[src/iwqr_pkg.sv]
// ----------------------------------------------------------------------------
// iwqr_pkg
// types and constants of the i/o wait queue release block
// ----------------------------------------------------------------------------
package iwqr_pkg;

   localparam int NUM_DEVICES     = 3;
   localparam int QUEUE_DEPTH_DEF = 16;
   localparam int ID_W            = 8;
   localparam int DEV_W           = 2;
   localparam int WAIT_W          = 8;
   localparam int ENTRY_W         = WAIT_W + ID_W;
   localparam int CSR_IDX_W       = 2;
   localparam int CSR_DATA_W      = 8;
   localparam int CMDQ_DEPTH      = 2;

   localparam logic [DEV_W-1:0] DEV_DISK    = 2'd0;
   localparam logic [DEV_W-1:0] DEV_TAPE    = 2'd1;
   localparam logic [DEV_W-1:0] DEV_PRINTER = 2'd2;
   localparam logic [DEV_W-1:0] DEV_INVALID = 2'd3;

   localparam logic [CSR_IDX_W-1:0] CSR_DISK_WAIT    = 2'd0;
   localparam logic [CSR_IDX_W-1:0] CSR_TAPE_WAIT    = 2'd1;
   localparam logic [CSR_IDX_W-1:0] CSR_PRINTER_WAIT = 2'd2;

   localparam logic [WAIT_W-1:0] DISK_WAIT_RST    = 8'd1;
   localparam logic [WAIT_W-1:0] TAPE_WAIT_RST    = 8'd2;
   localparam logic [WAIT_W-1:0] PRINTER_WAIT_RST = 8'd3;

   typedef enum logic {
      CMD_BLOCK = 1'b0,
      CMD_TICK  = 1'b1
   } cmd_type;

   // classified command as it travels from front to back
   typedef struct packed {
      cmd_type            cmd;
      logic [DEV_W-1:0]   dev;
      logic [ID_W-1:0]    pid;
      logic [WAIT_W-1:0]  wait_cnt;
   } op_type;

   typedef struct packed {
      logic [ID_W-1:0]   released_id;
      logic [DEV_W-1:0]  from_device;
      logic              to_low_priority;
      logic              dropped;
      logic              last;
   } rsp_type;

   typedef enum logic [1:0] {
      ST_IDLE,
      ST_READ,
      ST_UPDATE,
      ST_FLUSH
   } back_state_type;

endpackage

[src/iwqr_ram.sv]
// ----------------------------------------------------------------------------
// iwqr_ram
// generic single write, single read ram with registered read data
// ----------------------------------------------------------------------------
module iwqr_ram #(
   parameter int WIDTH = 16,
   parameter int DEPTH = 48
) (
   input  logic                     clock,
   input  logic                     wr_en,
   input  logic [$clog2(DEPTH)-1:0] wr_addr,
   input  logic [WIDTH-1:0]         wr_data,
   input  logic                     rd_en,
   input  logic [$clog2(DEPTH)-1:0] rd_addr,
   output logic [WIDTH-1:0]         rd_data
);

   logic [WIDTH-1:0] mem_ff [DEPTH];
   logic [WIDTH-1:0] rd_data_ff;

   always_ff @(posedge clock) begin
      if (wr_en) begin
         mem_ff[wr_addr] <= wr_data;
      end
      if (rd_en) begin
         rd_data_ff <= mem_ff[rd_addr];
      end
   end

   assign rd_data = rd_data_ff;

endmodule

[src/iwqr_front.sv]
// ----------------------------------------------------------------------------
// iwqr_front
// wait count registers, command acceptance and classification
// ----------------------------------------------------------------------------
module iwqr_front (
   input  logic                               clock,
   input  logic                               reset,
   input  logic                               start,
   input  logic                               q_full,
   input  logic                               req_cmd,
   input  logic [iwqr_pkg::DEV_W-1:0]         req_device,
   input  logic [iwqr_pkg::ID_W-1:0]          req_process_id,
   input  logic                               csr_we,
   input  logic [iwqr_pkg::CSR_IDX_W-1:0]     csr_index,
   input  logic [iwqr_pkg::CSR_DATA_W-1:0]    csr_wdata,
   output logic                               push,
   output iwqr_pkg::op_type                   op
);
   import iwqr_pkg::*;

   logic [WAIT_W-1:0] disk_wait_ff, disk_wait_in;
   logic [WAIT_W-1:0] tape_wait_ff, tape_wait_in;
   logic [WAIT_W-1:0] prn_wait_ff,  prn_wait_in;
   logic [WAIT_W-1:0] sel_wait;
   cmd_type           cmd;

   always_comb begin
      disk_wait_in = disk_wait_ff;
      tape_wait_in = tape_wait_ff;
      prn_wait_in  = prn_wait_ff;
      if (csr_we) begin
         unique case (csr_index)
            CSR_DISK_WAIT:    disk_wait_in = csr_wdata[WAIT_W-1:0];
            CSR_TAPE_WAIT:    tape_wait_in = csr_wdata[WAIT_W-1:0];
            CSR_PRINTER_WAIT: prn_wait_in  = csr_wdata[WAIT_W-1:0];
            default: ;
         endcase
      end
   end

   always_ff @(posedge clock) begin
      if (reset) begin
         disk_wait_ff <= DISK_WAIT_RST;
         tape_wait_ff <= TAPE_WAIT_RST;
         prn_wait_ff  <= PRINTER_WAIT_RST;
      end else begin
         disk_wait_ff <= disk_wait_in;
         tape_wait_ff <= tape_wait_in;
         prn_wait_ff  <= prn_wait_in;
      end
   end

   // wait count snapshot for the named device
   always_comb begin
      unique case (req_device)
         DEV_DISK:    sel_wait = disk_wait_ff;
         DEV_TAPE:    sel_wait = tape_wait_ff;
         DEV_PRINTER: sel_wait = prn_wait_ff;
         default:     sel_wait = '0;
      endcase
   end

   assign cmd = cmd_type'(req_cmd);

   // invalid device blocks are taken and dropped here
   assign push = start && !q_full && (cmd == CMD_TICK || req_device != DEV_INVALID);

   always_comb begin
      op.cmd      = cmd;
      op.dev      = (cmd == CMD_TICK) ? DEV_DISK : req_device;
      op.pid      = req_process_id;
      op.wait_cnt = sel_wait;
   end

endmodule

[src/iwqr_cmdq.sv]
// ----------------------------------------------------------------------------
// iwqr_cmdq
// short command queue between front and back
// ----------------------------------------------------------------------------
module iwqr_cmdq #(
   parameter int DEPTH = iwqr_pkg::CMDQ_DEPTH
) (
   input  logic              clock,
   input  logic              reset,
   input  logic              push,
   input  iwqr_pkg::op_type  push_op,
   input  logic              pop,
   output logic              full,
   output logic              valid,
   output iwqr_pkg::op_type  head_op
);
   import iwqr_pkg::*;

   localparam int PTR_W = (DEPTH > 1) ? $clog2(DEPTH) : 1;
   localparam int CNT_W = $clog2(DEPTH + 1);

   op_type             slot_ff [DEPTH];
   logic [PTR_W-1:0]   wr_ptr_ff, wr_ptr_in;
   logic [PTR_W-1:0]   rd_ptr_ff, rd_ptr_in;
   logic [CNT_W-1:0]   cnt_ff, cnt_in;
   logic               do_push, do_pop;

   function automatic logic [PTR_W-1:0] ptr_next(input logic [PTR_W-1:0] p);
      ptr_next = (p == PTR_W'(DEPTH - 1)) ? '0 : p + PTR_W'(1);
   endfunction

   assign full    = (cnt_ff == CNT_W'(DEPTH));
   assign valid   = (cnt_ff != '0);
   assign head_op = slot_ff[rd_ptr_ff];
   assign do_push = push && !full;
   assign do_pop  = pop && valid;

   always_comb begin
      wr_ptr_in = do_push ? ptr_next(wr_ptr_ff) : wr_ptr_ff;
      rd_ptr_in = do_pop  ? ptr_next(rd_ptr_ff) : rd_ptr_ff;
      cnt_in    = cnt_ff;
      if (do_push && !do_pop) begin
         cnt_in = cnt_ff + CNT_W'(1);
      end else if (do_pop && !do_push) begin
         cnt_in = cnt_ff - CNT_W'(1);
      end
   end

   always_ff @(posedge clock) begin
      if (reset) begin
         wr_ptr_ff <= '0;
         rd_ptr_ff <= '0;
         cnt_ff    <= '0;
      end else begin
         wr_ptr_ff <= wr_ptr_in;
         rd_ptr_ff <= rd_ptr_in;
         cnt_ff    <= cnt_in;
      end
   end

   always_ff @(posedge clock) begin
      if (do_push) begin
         slot_ff[wr_ptr_ff] <= push_op;
      end
   end

endmodule

[src/iwqr_back.sv]
// ----------------------------------------------------------------------------
// iwqr_back
// executes block and tick commands on the three device rings in memory
// ----------------------------------------------------------------------------
module iwqr_back #(
   parameter int QUEUE_DEPTH = iwqr_pkg::QUEUE_DEPTH_DEF
) (
   input  logic              clock,
   input  logic              reset,
   input  logic              q_valid,
   input  iwqr_pkg::op_type  q_op,
   output logic              q_pop,
   output logic              rsp_valid,
   output iwqr_pkg::rsp_type rsp
);
   import iwqr_pkg::*;

   localparam int IDX_W = $clog2(QUEUE_DEPTH);
   localparam int CNT_W = $clog2(QUEUE_DEPTH + 1);
   localparam int TOTAL = NUM_DEVICES * QUEUE_DEPTH;
   localparam int AW    = $clog2(TOTAL);

   back_state_type    state_ff, state_in;
   logic [DEV_W-1:0]  dev_ff, dev_in;
   logic [IDX_W-1:0]  head_ff [NUM_DEVICES];
   logic [IDX_W-1:0]  head_in [NUM_DEVICES];
   logic [IDX_W-1:0]  tail_ff [NUM_DEVICES];
   logic [IDX_W-1:0]  tail_in [NUM_DEVICES];
   logic [CNT_W-1:0]  cnt_ff  [NUM_DEVICES];
   logic [CNT_W-1:0]  cnt_in  [NUM_DEVICES];
   logic              ovf_ff, ovf_in;
   logic              pend_valid_ff, pend_valid_in;
   rsp_type           pend_ff, pend_in;
   logic              rsp_valid_ff, rsp_valid_in;
   rsp_type           rsp_ff, rsp_in;

   logic [DEV_W-1:0]   cur_dev;
   logic [IDX_W-1:0]   cur_head, cur_tail;
   logic [CNT_W-1:0]   cur_cnt;
   logic               cur_empty, cur_full, dev_is_last;
   logic               mem_we, mem_re;
   logic [AW-1:0]      mem_waddr, mem_raddr;
   logic [ENTRY_W-1:0] mem_wdata, mem_rdata;
   logic [WAIT_W-1:0]  head_wait, wait_dec;
   logic [ID_W-1:0]    head_pid;
   logic               release_now;

   function automatic logic [IDX_W-1:0] ring_next(input logic [IDX_W-1:0] p);
      ring_next = (p == IDX_W'(QUEUE_DEPTH - 1)) ? '0 : p + IDX_W'(1);
   endfunction

   function automatic logic [AW-1:0] slot_addr(input logic [DEV_W-1:0] d,
                                               input logic [IDX_W-1:0] i);
      slot_addr = AW'(d) * AW'(QUEUE_DEPTH) + AW'(i);
   endfunction

   iwqr_ram #(
      .WIDTH (ENTRY_W),
      .DEPTH (TOTAL)
   ) u_ram (
      .clock   (clock),
      .wr_en   (mem_we),
      .wr_addr (mem_waddr),
      .wr_data (mem_wdata),
      .rd_en   (mem_re),
      .rd_addr (mem_raddr),
      .rd_data (mem_rdata)
   );

   // idle looks at the queued command, the scan at its own device counter
   assign cur_dev     = (state_ff == ST_IDLE) ? q_op.dev : dev_ff;
   assign cur_head    = head_ff[cur_dev];
   assign cur_tail    = tail_ff[cur_dev];
   assign cur_cnt     = cnt_ff[cur_dev];
   assign cur_empty   = (cur_cnt == '0);
   assign cur_full    = (cur_cnt == CNT_W'(QUEUE_DEPTH));
   assign dev_is_last = (dev_ff == DEV_PRINTER);

   // head entry count-down
   assign head_wait   = mem_rdata[ENTRY_W-1:ID_W];
   assign head_pid    = mem_rdata[ID_W-1:0];
   assign wait_dec    = (head_wait != '0) ? head_wait - WAIT_W'(1) : '0;
   assign release_now = (wait_dec == '0);

   always_comb begin
      state_in = state_ff;
      unique case (state_ff)
         ST_IDLE: begin
            if (q_valid && q_op.cmd == CMD_TICK) begin
               state_in = ST_READ;
            end
         end
         ST_READ: begin
            if (!cur_empty) begin
               state_in = ST_UPDATE;
            end else if (dev_is_last) begin
               state_in = ST_FLUSH;
            end
         end
         ST_UPDATE: state_in = dev_is_last ? ST_FLUSH : ST_READ;
         ST_FLUSH:  state_in = ST_IDLE;
         default:   state_in = ST_IDLE;
      endcase
   end

   always_comb begin
      q_pop         = 1'b0;
      dev_in        = dev_ff;
      head_in       = head_ff;
      tail_in       = tail_ff;
      cnt_in        = cnt_ff;
      ovf_in        = ovf_ff;
      pend_valid_in = pend_valid_ff;
      pend_in       = pend_ff;
      rsp_valid_in  = 1'b0;
      rsp_in        = rsp_ff;
      mem_we        = 1'b0;
      mem_waddr     = slot_addr(cur_dev, cur_tail);
      mem_wdata     = {q_op.wait_cnt, q_op.pid};
      mem_re        = 1'b0;
      mem_raddr     = slot_addr(cur_dev, cur_head);
      unique case (state_ff)
         ST_IDLE: begin
            if (q_valid) begin
               q_pop = 1'b1;
               if (q_op.cmd == CMD_TICK) begin
                  dev_in = DEV_DISK;
               end else if (cur_full) begin
                  ovf_in = 1'b1;
               end else begin
                  mem_we           = 1'b1;
                  tail_in[cur_dev] = ring_next(cur_tail);
                  cnt_in[cur_dev]  = cur_cnt + CNT_W'(1);
               end
            end
         end
         ST_READ: begin
            mem_re = !cur_empty;
            if (cur_empty && !dev_is_last) begin
               dev_in = dev_ff + DEV_W'(1);
            end
         end
         ST_UPDATE: begin
            if (release_now) begin
               head_in[cur_dev] = ring_next(cur_head);
               cnt_in[cur_dev]  = cur_cnt - CNT_W'(1);
               // the held release is not the last one: send it now
               if (pend_valid_ff) begin
                  rsp_valid_in = 1'b1;
                  rsp_in       = pend_ff;
               end
               pend_valid_in           = 1'b1;
               pend_in.released_id     = head_pid;
               pend_in.from_device     = dev_ff;
               pend_in.to_low_priority = (dev_ff == DEV_DISK);
               pend_in.dropped         = ovf_ff;
               pend_in.last            = 1'b0;
            end else begin
               mem_we    = 1'b1;
               mem_waddr = slot_addr(cur_dev, cur_head);
               mem_wdata = {wait_dec, head_pid};
            end
            if (!dev_is_last) begin
               dev_in = dev_ff + DEV_W'(1);
            end
         end
         ST_FLUSH: begin
            if (pend_valid_ff) begin
               rsp_valid_in = 1'b1;
               rsp_in       = pend_ff;
               rsp_in.last  = 1'b1;
            end
            pend_valid_in = 1'b0;
         end
         default: ;
      endcase
   end

   always_ff @(posedge clock) begin
      if (reset) begin
         state_ff      <= ST_IDLE;
         dev_ff        <= DEV_DISK;
         ovf_ff        <= 1'b0;
         pend_valid_ff <= 1'b0;
         rsp_valid_ff  <= 1'b0;
         for (int d = 0; d < NUM_DEVICES; d++) begin
            head_ff[d] <= '0;
            tail_ff[d] <= '0;
            cnt_ff[d]  <= '0;
         end
      end else begin
         state_ff      <= state_in;
         dev_ff        <= dev_in;
         ovf_ff        <= ovf_in;
         pend_valid_ff <= pend_valid_in;
         rsp_valid_ff  <= rsp_valid_in;
         head_ff       <= head_in;
         tail_ff       <= tail_in;
         cnt_ff        <= cnt_in;
      end
   end

   always_ff @(posedge clock) begin
      pend_ff <= pend_in;
      rsp_ff  <= rsp_in;
   end

   assign rsp_valid = rsp_valid_ff;
   assign rsp       = rsp_ff;

endmodule

[src/io_wait_queue_release.sv]
// ----------------------------------------------------------------------------
// io_wait_queue_release
// three fifo wait queues (disk, tape, printer) released by time ticks
// ----------------------------------------------------------------------------
//
//   channel  ports                          transfer
//   -------  -----------------------------  ----------------------------------
//   request  start, busy, req_*             edge with start high, busy low
//   result   rsp_valid, rsp_*               edge ending each rsp_valid cycle
//   config   csr_we, csr_index, csr_wdata   edge with csr_we high
//
// - a block command is done in the idle state; a tick dequeues, then visits
//   each device in turn (memory read of its head entry if non-empty, then
//   count-down and write-back), and ends by sending the final release
// - the back end runs through the single-port-read entry memory, one device
//   at a time, so a tick's cost follows that memory's read latency
// - a two-entry command queue lets the front take new requests while the
//   back end scans; busy is high only when that queue is full
// - results cannot be held off; each is valid for exactly one cycle
// - reset is synchronous and clears the ring pointers, counts and the drop flag,
//   and loads the wait registers with their defaults; entry memory is not cleared
//
module io_wait_queue_release #(
   parameter int QUEUE_DEPTH = iwqr_pkg::QUEUE_DEPTH_DEF
) (
   input  logic                             clock,
   input  logic                             reset,
   // request channel
   input  logic                             start,
   output logic                             busy,
   input  logic                             req_cmd,
   input  logic [iwqr_pkg::DEV_W-1:0]       req_device,
   input  logic [iwqr_pkg::ID_W-1:0]        req_process_id,
   // result channel
   output logic                             rsp_valid,
   output logic [iwqr_pkg::ID_W-1:0]        rsp_released_id,
   output logic [iwqr_pkg::DEV_W-1:0]       rsp_from_device,
   output logic                             rsp_to_low_priority,
   output logic                             rsp_dropped,
   output logic                             rsp_last,
   // configuration write port
   input  logic                             csr_we,
   input  logic [iwqr_pkg::CSR_IDX_W-1:0]   csr_index,
   input  logic [iwqr_pkg::CSR_DATA_W-1:0]  csr_wdata
);
   import iwqr_pkg::*;

   logic    q_full, q_valid, q_pop, push;
   op_type  push_op, q_op;
   rsp_type rsp;

   // front: wait registers, accept and classify
   iwqr_front u_front (
      .clock          (clock),
      .reset          (reset),
      .start          (start),
      .q_full         (q_full),
      .req_cmd        (req_cmd),
      .req_device     (req_device),
      .req_process_id (req_process_id),
      .csr_we         (csr_we),
      .csr_index      (csr_index),
      .csr_wdata      (csr_wdata),
      .push           (push),
      .op             (push_op)
   );

   // decoupling queue
   iwqr_cmdq #(
      .DEPTH (CMDQ_DEPTH)
   ) u_cmdq (
      .clock   (clock),
      .reset   (reset),
      .push    (push),
      .push_op (push_op),
      .pop     (q_pop),
      .full    (q_full),
      .valid   (q_valid),
      .head_op (q_op)
   );

   // back: ring bookkeeping, entry memory and release sequencing
   iwqr_back #(
      .QUEUE_DEPTH (QUEUE_DEPTH)
   ) u_back (
      .clock     (clock),
      .reset     (reset),
      .q_valid   (q_valid),
      .q_op      (q_op),
      .q_pop     (q_pop),
      .rsp_valid (rsp_valid),
      .rsp       (rsp)
   );

   // a request is held off only while the command queue is full
   assign busy = q_full;

   assign rsp_released_id     = rsp.released_id;
   assign rsp_from_device     = rsp.from_device;
   assign rsp_to_low_priority = rsp.to_low_priority;
   assign rsp_dropped         = rsp.dropped;
   assign rsp_last            = rsp.last;

endmodule

[config.mk]
export PLATFORM = sky130hd
export DESIGN_NAME = io_wait_queue_release
export DESIGN_NICKNAME = d
export VERILOG_FILES = /design/src/iwqr_pkg.sv /design/src/iwqr_ram.sv /design/src/iwqr_front.sv /design/src/iwqr_cmdq.sv /design/src/iwqr_back.sv /design/src/io_wait_queue_release.sv
export SDC_FILE = /design/constraint.sdc
export NUM_CORES = 1
export LEC_CHECK = 0
export BUFFER_PORTS_ARGS = -buffer_cell sky130_fd_sc_hd__buf_2
export CELL_PAD_IN_SITES_DETAIL_PLACEMENT = 1
export CELL_PAD_IN_SITES_GLOBAL_PLACEMENT = 2
export CORE_MARGIN = 10
export CORE_UTILIZATION = 45
export CTS_CLUSTER_SIZE = 10
export DETAILED_ROUTE_END_ITERATION = 8
export PLACE_DENSITY_LB_ADDON = 0.1
export SYNTH_ARGS = -nofsm -noshare
export SYNTH_HDL_FRONTEND = slang
export SYNTH_HIERARCHICAL = 1
export SYNTH_SLANG_ARGS = --single-unit
[constraint.sdc]
create_clock -name clock -period 5.8 [get_ports clock]
set_clock_uncertainty 0.2 [all_clocks]
set_input_delay 0.29 -clock clock [delete_from_list [all_inputs] [get_ports clock]]
set_output_delay 0.29 -clock clock [all_outputs]
set_load 0.05 [all_outputs]
==> summary.md <==
| Metric | Value |
|---|---|
| Status | completed |
| CP Launch Point | u_back/state_ff[0]$_SDFFE_PP0P_ |
| RSZ-0062 raised after global routing | no |
| IO Port Bufs | 39 |
| Vias in the first global route | 21000 |
| Max Slew Vio Count | 0 |
| #FFs+latches synth | 922 |
| Mapped cell area | 0.0373 sq mm |
| Final setup viols | 0 |
| WS Path Type | register to register |
| Reg2reg path depth | 13 |
| Worst hold path class | input pin to register |
| Netlist cell types | 75 |
| # fillers | 7491 |
| Post-Synth Simple-Gate Area | 3.82% |
| Placed Cells | 3196 |
| Slack of the worst reg-to-reg path | 0.89 ns |
| Sw frac | 28.3% |
| Inserted Diodes | 0 |
| Design area | 0.0423 sq mm |
| Maximum vdd drop | 0.265 mV |
| Final Hold Viols | 0 |
| Max Root-Sink Buffers | 3 |
| Comb pwr share | 16.7% |
| Area grow syn2layout | 13.7% |
| Max-capacitance violation count | 0 |
| Setup Buffers After CTS | 0 |
| Drt first pass iters | 5 |
| ANT nets after route | 0 |
| Main combinational cell family by area after synthesis | multiplexers |
| Final min period | 4.91 ns |
| Avg Cell Area, Syn | 17.6 sq um |
| Initial antenna violation count | 7 |
| Worst setup path end | u_back/u_ram/rd_data[11]$_DFFE_PP_ |
| Synth Area in Adders | 0.437% |
| Clock sink count | 922 |
| PD cells | 405 mW/mm^2 |
| Psw | 0.00485 W |
| Die area | 0.0947 sq mm |
| Syn Nets | 2153 |
| Net count, final | 2298 |
| Fin util | 51.6% |
| Static leakage | 13.1 nW |
| Root Driver | clkbuf_16 |
| Total GRT Usage | 20.9% |
| WL final | 99.1 mm |
| Post-synth EDFFs | 847 |
| Final cell count without fillers | 3380 |
| Standard-cell rows | 105 |
| Sequential share of power | 48.6% |
| Arrival time worst endpoint | 5.16 ns |
| Initial drt markers | 1579 |
| Total Neg Setup Slack | 0 ns |
| Clock share of power | 34.7% |
| Core box area | 0.0821 sq mm |
| Initial Utilization | 45.4% |
| Least-Margin Pin Slew | 1.30 ns |
| Area after DPL | 0.0391 sq mm |
| Clk_lat worst skew | 0.68 ns |
| Synth warn | 6 |
| Setup crit start kind | register |
| Multiplexer area fraction after synthesis | 14.0% |
| Clock-pin slew on the worst setup and hold paths | 0.06 ns |
| Setup crit end kind | register |
| Reg-to-reg endpoint | u_back/u_ram/rd_data[11]$_DFFE_PP_ |
| Critical path peak fanout | 30 |
| Die Span Y | 308 um |
| RD Place Congestion | 0.773 |
| Setup ws final | 0.892 ns |
| Overflow after GRT | 0 |
| Pre-CTS setup slack | 0.811 ns |
| WP data required | 6.06 ns |
| Largest net degree at the start of global routing | 72 |
| DPL Wire Length | 60.0 mm |
| Post-DR vias/cell | 5.92 |
| Share of cells above drive strength 1 | 19.1% |
| Die Width | 308 um |
| Compound-Gate Fraction of Synth Area | 6.85% |
| Post-synthesis cell count | 2115 |
| Relative slew slack | 13.6% |
| Main flop type after synthesis | edfxtp_1 |
| FMAX | 204 MHz |
| DRC viols | 0 |
| H-tree depth | 3 |
| Tcrit/Tclk final | 84.6% |
| Worst R2R Start | u_back/state_ff[0]$_SDFFE_PP0P_ |
| Synth async-reset ratio | 0% |
| Internal | 0.0123 W |
| Total number of vias | 20000 |
| CTS tree | done |
| First-pass GRT wire length | 145 mm |
| Routed WL per cell | 29.3 um |
| Register area share after synthesis | 72.3% |
| Num CTS Buffers | 106 |
| XOR/XNOR Fraction of Synth Area | 0.259% |
| IO Count | 40 |
==> power by group through the flow <==
stage	registers, W	logic (W)	clock network, W
3_5_place_dp	0.00847	0.00288	0
3_3_place_gp	0.00846	0.00278	0
6_report	0.00833	0.00287	0.00595
5_1_grt	0.00835	0.00307	0.00638
4_1_cts	0.00833	0.00290	0.00609
2_1_floorplan	0.00843	0.00163	0
==> sequential cells by signal, indices dropped and copies added (netlist names), 2 cells and up, named ones only <==
register	count
u_back/dev_ff	2
u_back/rsp	13
u_back/pend_ff	12
u_front/disk_wait_ff	8
u_back/tail_ff	12
u_back/cnt_ff	15
u_front/prn_wait_ff	8
u_back/head_ff	12
u_cmdq/cnt_ff	2
u_back/u_ram/rd_data	16
u_back/state_ff	2
u_front/tape_wait_ff	8
u_back/u_ram/mem_ff	768
u_cmdq/slot_ff	38
==> stage by stage <==
stage               hold WS (ns)  total power, W
CTS                        0.122          0.0173
detailed placement         0.206          0.0113
floorplan                  0.159          0.0101
global route               0.150          0.0178
global placement           0.205          0.0112
finish                     0.159          0.0172
==> worst min-delay path by stage <==
stage	from	to	slack, ns	depth (start not counted)
2_1_floorplan	reset	u_cmdq/cnt_ff[1]$_SDFFE_PP0P_	0.16	1
3_3_place_gp	u_back/pend_ff[9]$_DFFE_PP_	u_back/rsp[9]$_DFFE_PP_	0.21	0
3_5_place_dp	u_back/pend_ff[6]$_DFFE_PP_	u_back/rsp[6]$_DFFE_PP_	0.21	0
4_1_cts	req_process_id[4]	u_cmdq/slot_ff[0][12]$_DFFE_PP_	0.12	2
5_1_grt	req_process_id[4]	u_cmdq/slot_ff[1][12]$_DFFE_PP_	0.15	2
6_report	req_process_id[4]	u_cmdq/slot_ff[1][12]$_DFFE_PP_	0.16	2
==> layout make-up <==
class                      count  area, sq um  share of cell area (%)
clock buffer                 144         2860                    6.75
timing repair buffer         167         1310                    3.09
multi-input combinational   1047         9690                    22.9
inverter                      16         67.6                   0.160
tap                         1070         1340                    3.16
sequential                   922        26900                    63.6
clock inverter                14          148                   0.349
==> Yosys cell counts (13+ instances only) <==
master / instances / share of area [%]
o22ai_1: 16 / 0.27
mux2_2: 30 / 0.91
mux2i_1: 304 / 8.2
a21oi_1: 83 / 1.1
o21ai_0: 19 / 0.26
buf_2: 29 / 0.39
nand2_1: 51 / 0.51
buf_4: 26 / 0.52
a22o_1: 32 / 0.75
edfxtp_1: 847 / 68
inv_1: 13 / 0.13
mux4_2: 80 / 4.8
clkbuf_1: 45 / 0.45
o2bb2ai_1: 16 / 0.38
nor3_1: 22 / 0.30
nand3_1: 25 / 0.34
ha_1: 13 / 0.44
nor2_1: 72 / 0.73
nand2b_1: 36 / 0.60
nor2b_1: 14 / 0.24
a221oi_1: 32 / 0.75
o41ai_2: 16 / 0.70
a22oi_1: 64 / 1.3
buf_6: 22 / 0.67
dfxtp_1: 75 / 4.0
==> cells in the final DEF, fill, tap and decap left out, types with 5 or more instances in the layout <==
master and n:
buf_2 39, a22oi_1 64, nand3_1 25, o2bb2ai_4 5, edfxtp_1 847, buf_4 95, o2bb2ai_1 14, nand4_1 5
a311oi_1 10, a221oi_1 32, xor2_1 6, nor2b_1 12, nor2_1 58, ha_1 13, clkinv_1 7, mux4_2 80
clkbuf_16 108, dfxtp_1 75, clkbuf_1 34, o21ai_1 9, mux2i_1 304, nand3b_1 6, a21oi_1 83, mux2_2 30
xnor2_1 5, o21ai_0 13, nor3_1 18, nor2_2 14, o21ai_4 6, nand2b_1 36, a22o_1 32, inv_1 13
nor4_1 5, nand2_1 51, o41ai_2 16, buf_12 7, or3_1 10, dlygate4sd3_1 26, o22ai_1 16
==> layer usage <==
layer	GRT usage (%)	wire [um]	vias to the layer above
li1	-	-	8767
met1	28.7	43600	10600
met2	33.5	47600	493
met3	3.86	5610	129
met4	6.05	2270	2
met5	0	14	-
==> cell families after synthesis <==
family | Yosys count
compound gates | 333
xor+xnor | 11
simple gates | 274
fa+ha+maj | 13
mux | 416
flops | 922
buf+inv | 146
==> critical path: stages, from the launching register on <==
cell	delay [ns]
dfxtp_1	0.34
inv_1	0.15
ha_1	0.45
mux2i_4	0.36
buf_4	0.33
mux2i_1	0.17
o2bb2ai_4	0.23
buf_12	0.29
buf_4	0.50
buf_4	0.30
mux2i_1	0.14
a221oi_1	0.40
o22ai_1	0.24
o41ai_2	0.50
==> repair_timing <==
| item | 4_1_cts | 5_1_grt |
|---|---|---|
| hold endpoints to repair | 78 | 0 |
| resized for setup | 0 | 0 |
| hold buffers | 26 | 0 |
Note: power is estimated with default switching activity, not from simulation.
